===== src/sv/two_slot_event_counter_allocator_macros.svh =====
// Assertion macros shared by the event-counter allocator RTL.
`ifndef TWO_SLOT_EVENT_COUNTER_ALLOCATOR_MACROS_SVH
`define TWO_SLOT_EVENT_COUNTER_ALLOCATOR_MACROS_SVH

// Same-cycle implication, checked at every rising clock edge outside reset.
`define TSEC_ASSERT_IMPLIES(label, clk, rst, lhs, rhs) \
   label: assert property (@(posedge clk) disable iff (rst) (lhs) |-> (rhs)) \
      else $error("allocator check failed");

// Next-cycle implication, checked at every rising clock edge outside reset.
`define TSEC_ASSERT_NEXT(label, clk, rst, lhs, rhs) \
   label: assert property (@(posedge clk) disable iff (rst) (lhs) |=> (rhs)) \
      else $error("allocator sequencing check failed");

`endif


===== src/sv/tsec_pkg.sv =====
`timescale 1ns / 1ps

package tsec_pkg;

   localparam logic [2:0] ACT_ALLOC   = 3'd0;
   localparam logic [2:0] ACT_DEALLOC = 3'd1;
   localparam logic [2:0] ACT_QUERY   = 3'd2;
   localparam logic [2:0] ACT_START   = 3'd3;
   localparam logic [2:0] ACT_READ    = 3'd4;
   localparam logic [2:0] ACT_STOP    = 3'd5;

   localparam logic [1:0] ST_OK        = 2'd0;
   localparam logic [1:0] ST_NONE      = 2'd1;
   localparam logic [1:0] ST_NOT_FOUND = 2'd2;

   localparam logic [1:0] RUN_NONE = 2'd0;
   localparam logic [1:0] RUN_SET  = 2'd1;
   localparam logic [1:0] RUN_STOP = 2'd2;

   typedef struct packed {
      logic [2:0]  action;
      logic [7:0]  event_code;
      logic [31:0] counter0_value;
      logic [31:0] counter1_value;
   } tsec_req_type;

   typedef struct packed {
      logic [1:0]  status;
      logic        slot;
      logic [31:0] delta;
      logic        program_event;
      logic        clear_counter;
      logic [1:0]  run_request;
   } tsec_rsp_type;

   typedef struct packed {
      logic [1:0]       slot_assigned;
      logic [1:0][7:0]  slot_event;
      logic [1:0][31:0] last_count;
   } tsec_state_type;

   // Write strobes and data for the slot registers, one bit per slot.
   typedef struct packed {
      logic [1:0]  assign_set;
      logic [1:0]  assign_clr;
      logic [1:0]  event_we;
      logic [7:0]  event_value;
      logic [1:0]  count_we;
      logic [31:0] count_value;
   } tsec_upd_type;

endpackage


===== src/sv/tsec_op_unit.sv =====
`timescale 1ns / 1ps

module tsec_op_unit import tsec_pkg::*; (
   input  tsec_req_type   req,
   input  tsec_state_type state,
   output tsec_rsp_type   rsp,
   output tsec_upd_type   upd
);

   logic        match0;
   logic        match1;
   logic        hit;
   logic        hit_slot;
   logic [31:0] cur_count;
   logic [31:0] prev_count;
   logic [1:0]  hit_mask;

   // Slot 0 wins when both slots hold the same event.
   assign match0     = state.slot_assigned[0] && (state.slot_event[0] == req.event_code);
   assign match1     = state.slot_assigned[1] && (state.slot_event[1] == req.event_code);
   assign hit        = match0 || match1;
   assign hit_slot   = !match0;
   assign hit_mask   = match0 ? 2'b01 : (match1 ? 2'b10 : 2'b00);
   assign cur_count  = hit_slot ? req.counter1_value : req.counter0_value;
   assign prev_count = state.last_count[hit_slot];

   always_comb begin
      rsp = '0;
      upd = '0;
      upd.event_value = req.event_code;
      upd.count_value = 32'd0;
      case (req.action)
         ACT_ALLOC: begin
            if (!state.slot_assigned[0]) begin
               upd.assign_set = 2'b01;
               upd.event_we   = 2'b01;
            end else if (!state.slot_assigned[1]) begin
               upd.assign_set = 2'b10;
               upd.event_we   = 2'b10;
               rsp.slot       = 1'b1;
            end else begin
               rsp.status = ST_NONE;
            end
         end
         ACT_DEALLOC: begin
            if (hit) begin
               upd.assign_clr = hit_mask;
               rsp.slot       = hit_slot;
            end else begin
               rsp.status = ST_NONE;
            end
         end
         ACT_QUERY: begin
            if (hit) begin
               rsp.slot = hit_slot;
            end else begin
               rsp.status = ST_NONE;
            end
         end
         ACT_START: begin
            if (hit) begin
               upd.count_we      = hit_mask;
               rsp.slot          = hit_slot;
               rsp.program_event = 1'b1;
               rsp.clear_counter = 1'b1;
               rsp.run_request   = RUN_SET;
            end else begin
               rsp.status = ST_NONE;
            end
         end
         ACT_READ: begin
            if (hit) begin
               // Plain modulo 2^32 difference handles counter wrap.
               rsp.delta       = cur_count - prev_count;
               rsp.slot        = hit_slot;
               upd.count_we    = hit_mask;
               upd.count_value = cur_count;
            end else begin
               rsp.status = ST_NOT_FOUND;
            end
         end
         ACT_STOP: begin
            if (state.slot_assigned == 2'b00) begin
               rsp.run_request = RUN_STOP;
            end
         end
         default: begin
         end
      endcase
   end

endmodule


===== src/sv/tsec_slot_regs.sv =====
`timescale 1ns / 1ps

module tsec_slot_regs import tsec_pkg::*; (
   input  logic           clock,
   input  logic           reset,
   input  logic           update_en,
   input  tsec_upd_type   upd,
   output tsec_state_type state
);

   tsec_state_type state_ff;
   tsec_state_type state_in;

   always_comb begin
      state_in = state_ff;
      if (update_en) begin
         for (int i = 0; i < 2; i++) begin
            if (upd.assign_set[i]) state_in.slot_assigned[i] = 1'b1;
            if (upd.assign_clr[i]) state_in.slot_assigned[i] = 1'b0;
            if (upd.event_we[i])   state_in.slot_event[i]    = upd.event_value;
            if (upd.count_we[i])   state_in.last_count[i]    = upd.count_value;
         end
      end
   end

   always_ff @(posedge clock) begin
      if (reset) begin
         state_ff <= '0;
      end else begin
         state_ff <= state_in;
      end
   end

   assign state = state_ff;

endmodule


===== src/sv/two_slot_event_counter_allocator.sv =====
`timescale 1ns / 1ps
// Channel    Ports                         Transfer
// request    start, busy, req_data         start high and busy low at a rising edge
// response   rsp_strobe, rsp_data          rsp_strobe high for one cycle
//
// One operation per cycle: the request is registered, decoded against the two
// slot registers in one pass, and the result register loads at the next edge and
// drives the response transfer.
// The slot compare and the 32-bit delta subtract set that path.
// Synchronous reset frees both slots and clears last counts and event codes.
// busy stays low; the response side cannot stall, so nothing backs up.

`include "two_slot_event_counter_allocator_macros.svh"

module two_slot_event_counter_allocator import tsec_pkg::*; (
   input  logic         clock,
   input  logic         reset,
   input  logic         start,
   output logic         busy,
   input  tsec_req_type req_data,
   output logic         rsp_strobe,
   output tsec_rsp_type rsp_data
);

   logic           req_valid_ff;
   logic           req_valid_in;
   tsec_req_type   req_ff;
   tsec_req_type   req_in;
   logic           rsp_valid_ff;
   tsec_rsp_type   rsp_ff;
   tsec_rsp_type   rsp_in;
   tsec_upd_type   upd;
   tsec_state_type state;

   assign busy         = 1'b0;
   assign req_valid_in = start && !busy;
   assign req_in       = req_data;

   always_ff @(posedge clock) begin
      if (reset) begin
         req_valid_ff <= 1'b0;
         rsp_valid_ff <= 1'b0;
      end else begin
         req_valid_ff <= req_valid_in;
         rsp_valid_ff <= req_valid_ff;
      end
   end

   always_ff @(posedge clock) begin
      if (req_valid_in) req_ff <= req_in;
      if (req_valid_ff) rsp_ff <= rsp_in;
   end

   tsec_op_unit u_op (
      .req   (req_ff),
      .state (state),
      .rsp   (rsp_in),
      .upd   (upd)
   );

   tsec_slot_regs u_slots (
      .clock     (clock),
      .reset     (reset),
      .update_en (req_valid_ff),
      .upd       (upd),
      .state     (state)
   );

   assign rsp_strobe = rsp_valid_ff;
   assign rsp_data   = rsp_ff;

   // Every accepted request produces a response once it has passed the request and result registers.
   `TSEC_ASSERT_NEXT(a_rsp_follows_req, clock, reset, start && !busy, ##1 rsp_strobe)
   // A start request always comes with the clear and run requests.
   `TSEC_ASSERT_IMPLIES(a_start_flags, clock, reset, rsp_strobe && rsp_data.program_event,
      rsp_data.clear_counter && rsp_data.run_request == RUN_SET && rsp_data.status == ST_OK)
   // A nonzero delta only comes from a read.
   `TSEC_ASSERT_IMPLIES(a_delta_from_read, clock, reset, rsp_strobe && rsp_data.delta != 32'd0,
      $past(req_ff.action) == ACT_READ)
   // A successful allocate leaves the reported slot assigned.
   `TSEC_ASSERT_IMPLIES(a_alloc_marks_slot, clock, reset,
      rsp_strobe && $past(req_ff.action) == ACT_ALLOC && rsp_data.status == ST_OK,
      state.slot_assigned[rsp_data.slot])

endmodule


===== config.mk =====
export PLATFORM = sky130hd
export DESIGN_NAME = two_slot_event_counter_allocator
export DESIGN_NICKNAME = d
export VERILOG_FILES = /design/src/sv/tsec_pkg.sv /design/src/sv/tsec_op_unit.sv /design/src/sv/tsec_slot_regs.sv /design/src/sv/two_slot_event_counter_allocator.sv
export VERILOG_INCLUDE_DIRS = /design/src /design/src/sv
export SDC_FILE = /design/constraint.sdc
export NUM_CORES = 1
export LEC_CHECK = 0
export ABC_AREA = 1
export BUFFER_PORTS_ARGS = -buffer_cell sky130_fd_sc_hd__clkbuf_2
export CAP_MARGIN = 20
export CORE_UTILIZATION = 53
export DETAILED_ROUTE_END_ITERATION = 8
export PLACE_DENSITY = 0.84
export SLEW_MARGIN = 20
export SYNTH_ARGS = -nofsm -noshare
export SYNTH_HDL_FRONTEND = slang
export SYNTH_SLANG_ARGS = --single-unit

===== constraint.sdc =====
create_clock -name clock -period 3.1 [get_ports clock]
set_clock_uncertainty 0.05 [all_clocks]
set_input_delay 0.155 -clock clock [delete_from_list [all_inputs] [get_ports clock]]
set_output_delay 0.155 -clock clock [all_outputs]
set_load 0.005 [all_outputs]

# Yosys cells after proc, flatten, opt, wreduce, memory -nomap -nowiden
# Index checks and enable logic that the tools add are counted.
# classes
n_mux,28
add_sub_neg,1
order_cmp,1
reduce_logical,16
eq_ne,7
# ops
cell,n
$mux W32,4
$mux W34,1
$mux W33,1
$sub A32 B32 Y32,1
$mux W2,10
$eq A8 B8 Y1,2
$reduce_and A2 Y1,7
$pmux W3 S3,1
$mux W1,8
$pmux W2 S2,2
$eq A3 B2 Y1 const B,2
$eq A3 B3 Y1 const B,2
$mux W4,1
$reduce_bool A2 Y1,2
$eq A3 B1 Y1 const B,1
$logic_not A3 Y1,1
$reduce_or A3 Y1,1
$logic_and A1 B1 Y1,2
$logic_not A2 Y1,1
$lt A1 B2 Y1 const B,1
$logic_not A1 Y1,1
$logic_or A1 B1 Y1,1
# word_totals
output_inout_bits,41
inputBits,78
elab_cells,71
regBits,198

# Longest topological paths before layout
# logic_depth
depth_word,8
mapped_depth,27
mapped_depth_nobuf,25

# Hierarchy
# From an unflattened synthesis, not the netlist that was laid out.
# unflattened
cells_unflattened,1579
area_unflattened_um2,11597.4
# by_module_without_submodules
mod,seq_area_each_um2,cells_each,instances,area_each_um2
tsec_op_unit,0.0,939,1,4652.0
two_slot_event_counter_allocator,3463.3,122,1,3489.6
tsec_slot_regs,1641.6,518,1,3455.8

# Least setup slack after synthesis
# No wires, ideal clock.
# synth_path
path_type,flip-flop to flip-flop
from,register req_ff[66] (netlist name)
to,"register rsp_ff, in the netlist rsp_data[28], data pin"
path_stages_with_launch,24
required_ns,2.797
period_less_slack_ns,3.414
slack_ns,-0.314
arrival_ns,3.111
setup_time_ns,0.253
path_buffers,2
cell_sequence,edfxtp_1 nand2_1 nand2_1 nor2_4 nand3_4 nor2_8 buf_2 buf_1 nor2_1 nor2_1 ha_1 inv_1 fa_1 nand3_1 and2_0 nor2_1 nand2_1 nand2_2 nand2_1 nand2_1 nand3_1 nand3_1 o21ai_1 nor2_1
# synth_between
elab_chain_cells,5
elab_cells_between_ends,10
classes_between,1 x add/sub; 2 x eq/ne; 3 x mux; 4 x reduce/logical
# synth_lines
element,line,source
start: declaration,two_slot_event_counter_allocator.sv:27,tsec_req_type req_ff;
start signal: assignment,two_slot_event_counter_allocator.sv:50,if (req_valid_in) req_ff <= req_in;
$eq A8 B8 Y1,tsec_op_unit.sv:19,assign match0 = state.slot_assigned[0] && (state.slot_event[0] == req.event_code);
$logic_and A1 B1 Y1,tsec_op_unit.sv:19,
$mux W32 (implied by the code) (2 in series),tsec_op_unit.sv:25,assign prev_count = state.last_count[hit_slot];
$sub A32 B32 Y32,tsec_op_unit.sv:74,rsp.delta = cur_count - prev_count;
end signal: assignment,two_slot_event_counter_allocator.sv:51,if (req_valid_ff) rsp_ff <= rsp_in;
end: declaration,two_slot_event_counter_allocator.sv:30,tsec_rsp_type rsp_ff;
# Several ways; a longest one is shown, not always the timed one. The select of a mux whose other input is x is not followed.
# A chain may end at the register's enable or synchronous reset.

# Final worst setup path
# layout_path
from,register req_ff[70] (netlist name)
to,"register rsp_ff, in the netlist rsp_data[34], data pin"
# Same word-level chain as after synthesis.

==> run_results.csv <==
group,metric,value,unit
synth,netlist_area,10500,um2
pwr,pwr-share-clk,36.0,%
pwr,ir_worst_vdd,0.351,mV
setup_path,r2r_setup_slack,-0.17,ns
cells_and_area,final_cell_mix,"nand2_1 (291), inv_1 (124), clkbuf_2 (116)",
pwr,intPower,4.39,mW
synth,yosys.area_share.simple,24.6,%
clock_network,clkTransAtPathRegs,0.08,ns
route,via_per_inst,5.62,
synth,async_reset_ff_share,0,%
setup_path,crit_arrival,3.43,ns
global_route,met1_usage,37.0,%
setup_path,startpoint_type,"register",
clock_network,clock_latency,0.45,ns
synth,synth_area_leaders,"edfxtp_1 (32%), dfxtp_1 (16%), nand2_1 (12%)",
sta,tightestPinTransition,0.976,ns
sta,fmax,305,MHz
route,routedWlPerCell,17.4,um
synth,ys_types,50,
sta,rsz0062_at_grt,"true",
sta,finalSetupViolations,23,
synth,synth_top_family_by_area,"simple AND/OR/NAND/NOR gates",
global_route,grt_antenna_before_repair,0,
outcome,violations,"negative setup slack",
route,drc_errors,0,
floorplan,start_util,54.1,%
pwr,power_frac_seq,47.6,%
floorplan,die_x,143,um
floorplan,die_h,143,um
route,ant_nets,0,
cells_and_area,antenna_cells,0,
global_route,grt_overflow_total,0,
min_path,hold_class,"input pin to register",
global_route,grt.met2_usage,49.1,%
synth,synth_cells,1293,
clock_network,cts_buffers,17,
synth,ys_warn_count,0,
route,routed_wl,32000,um
placed_design,port_buffers,117,
synth,muxShareOfSynthArea,1.62,%
cells_and_area,layout-drive-gt1-share,30.7,%
sta,finalWorstSetupSlack,-0.175,ns
clock_network,h-tree-depth,4,
floorplan,die-area,20400,um2
placed_design,gp_congestion,0.990,
floorplan,rows,51,
synth,ys_seq_area_share,48.2,%
global_route,grt_pass1_wl,45300,um
sta,period_share,106,%
sta,final_max_slew_viol_count,0,
synth,synth_compound_area_share,13.6,%
cells_and_area,layout_commonest_cell,"nand2_1",
global_route,grt_pass1_vias,9350,
floorplan,pin_count,119,
synth,yosys_register_bits,197,
global_route,grt_max_degree,77,
cells_and_area,fin_cells,1834,
cells_and_area,area_delta_synth_final,34.2,%
synth,yosys.area_share.xor_xnor,0.582,%
clock_network,root_buffer,"clkbuf_16",
pwr,power_density,435,nW/um2
route,drt_iter0_drc,1083,
placed_design,hpwlAfterDp,18900,um
sta,timing_hold_violations_final,0,
global_route,busiest_layer,"met2",
synth,ys.flop_type,"edfxtp_1",
outcome,status,"finished with violations",
synth,syn_nets,1402,
pwr,combPwrFrac,16.4,%
synth,synth_edf_count,113,
run,drv_cap,0,
global_route,groute.usage.overall,28.5,%
global_route,met3_usage,3.76,%
clock_network,cts_tree,"yes",
setup_path,endpoint_kind,"register",
synth,synth_fa_ha_area_share,3.75,%
setup_path,worst-setup-path-type,"register to register",
route,firstDrtPassIters,6,
sta,relSlewSlack,34.9,%
cells_and_area,layout.nets,1665,
clock_network,cts.path.max_buffers,2,
pwr,switching_share,28.6,%
setup_path,cp.required,3.26,ns
route,vias,10300,
placed_design,post-place-cells,1684,
synth,syn_area_per_cell,8.15,um2
clock_network,clkSinkCount,197,
pwr,p_leak,6.02,nW
sta,min_period,3.27,ns
setup_path,crit_fanout,7,
cells_and_area,post-route-util,72.6,%
synth,synth_top_area_share,32.2,%
synth,yosys.area.top_type,"edfxtp_1",
pwr,switching_power,1.76,mW
floorplan,coreArea,19500,um2
layout make-up:
cell class / instances / area [um2]
fillers: 1288 / 5330
well taps: 265 / 332
clock inverters: 14 / 136
flip-flops and latches: 197 / 5080
inverters: 148 / 556
clock buffers: 18 / 439
multi-input cells: 901 / 5390
repair buffers: 291 / 2210
power by group through the flow:
stage / Clock, mW / Combinational [mW] / Sequential, mW
global placement: 0 / 0.705 / 2.98
finish: 2.21 / 1.01 / 2.92
floorplan: 0 / 0.447 / 2.97
CTS: 2.19 / 0.817 / 2.92
global route: 2.32 / 1.08 / 2.93
detailed placement: 0 / 0.716 / 2.98
flip-flops by register name, summed over array words and instances, names as in the netlist:
register	flops
rsp_data	38
req_valid_ff	1
req_ff	75
u_slots.state	82
rsp_strobe	1
per-layer routing:
| layer | up-vias | wire length (um) |
|---|---|---|
| met5 | - | 0 |
| met4 | 0 | 1150 |
| met3 | 114 | 2150 |
| met2 | 526 | 15900 |
| met1 | 4867 | 12800 |
| li1 | 4800 | - |
repair_timing:
action                     CTS  global route
pin swaps                    3            55
gates cloned                 0             0
resized for setup           17           145
setup buffers                4            38
setup endpoints to repair   12            26
hold endpoints to repair    83             0
hold buffers                76             0
synth_stat cells, types with 2 or more instances:
master / count
buf_1: 3
nor2_4: 8
nor2_8: 2
o21ai_2: 4
a21oi_1: 134
o22ai_1: 4
xnor2_1: 2
a211oi_1: 2
nand3b_1: 5
a21oi_2: 3
xor2_1: 5
nor4_1: 3
nand2_1: 330
o21bai_1: 2
o21ai_0: 101
inv_2: 18
edfxtp_1: 113
buf_6: 7
nand3_4: 2
nand2_4: 3
nand3_2: 7
clkinv_1: 4
ha_1: 30
nand2_2: 40
o21ai_1: 10
nor2_2: 10
nor3_1: 5
clkbuf_1: 26
inv_1: 126
nand3_1: 51
nor2_1: 99
nand4_1: 5
buf_2: 8
o21a_1: 4
dfxtp_1: 84
buf_4: 3
mux2i_1: 17
critical path, cell delays in order, from the launching register on:
cell and delay, ns:
edfxtp_1 0.44, inv_1 0.10, nand2_1 0.10, nand2_2 0.14
nand3_4 0.14, nor2_8 0.24, nor2_1 0.08, nor2_1 0.19
inv_1 0.09, ha_2 0.19, inv_2 0.06, fa_2 0.22
nand3_2 0.09, and2_4 0.19, nor2_4 0.07, nand2_2 0.06
nand2_4 0.11, nand3_2 0.08, nand3_2 0.09, nand2_2 0.09
a21oi_2 0.13, nor2_1 0.05
logic make-up (layout without fill, tap and decap cells):
family                   count (synthesis)  in the layout
multiplexers                            17             17
flip-flops                             197            197
AND/OR/NAND/NOR                        574            574
buffers and inverters                  195            471
XOR/XNOR                                 7              7
other                                    1              1
AO/OA/AOI/OAI                          271            271
adder cells (fa/ha/maj)                 31             31
worst paths after layout:
check,start,endpoint,cells past startpoint
max,req_ff[70]$_DFFE_PP_,rsp_data[34]$_SDFFCE_PN0P_,21
min,start,req_valid_ff$_SDFF_PP0_,3
max reg2reg,req_ff[70]$_DFFE_PP_,rsp_data[34]$_SDFFCE_PN0P_,21
min reg2reg,u_slots.state[75]$_SDFFE_PP0P_,u_slots.state[75]$_SDFFE_PP0P_,2
metrics by stage:
step / hold slack [ns] / cell area (um2) / power (mW) / setup WS [ns] / TNS, ns
2_1_floorplan: 0.204 / 10600 / 3.42 / -0.0222 / -0.0222
6_report: 0.315 / 14100 / 6.14 / -0.175 / -2.21
5_1_grt: 0.364 / 14100 / 6.33 / -0.324 / -5.76
4_1_cts: 0.303 / 13200 / 5.93 / -0.00354 / -0.00354
3_5_place_dp: 0.284 / 11800 / 3.69 / -0.0976 / -0.347
3_3_place_gp: 0.282 / 11800 / 3.68 / -0.0626 / -0.0769
(Power assumes the default switching activity.)
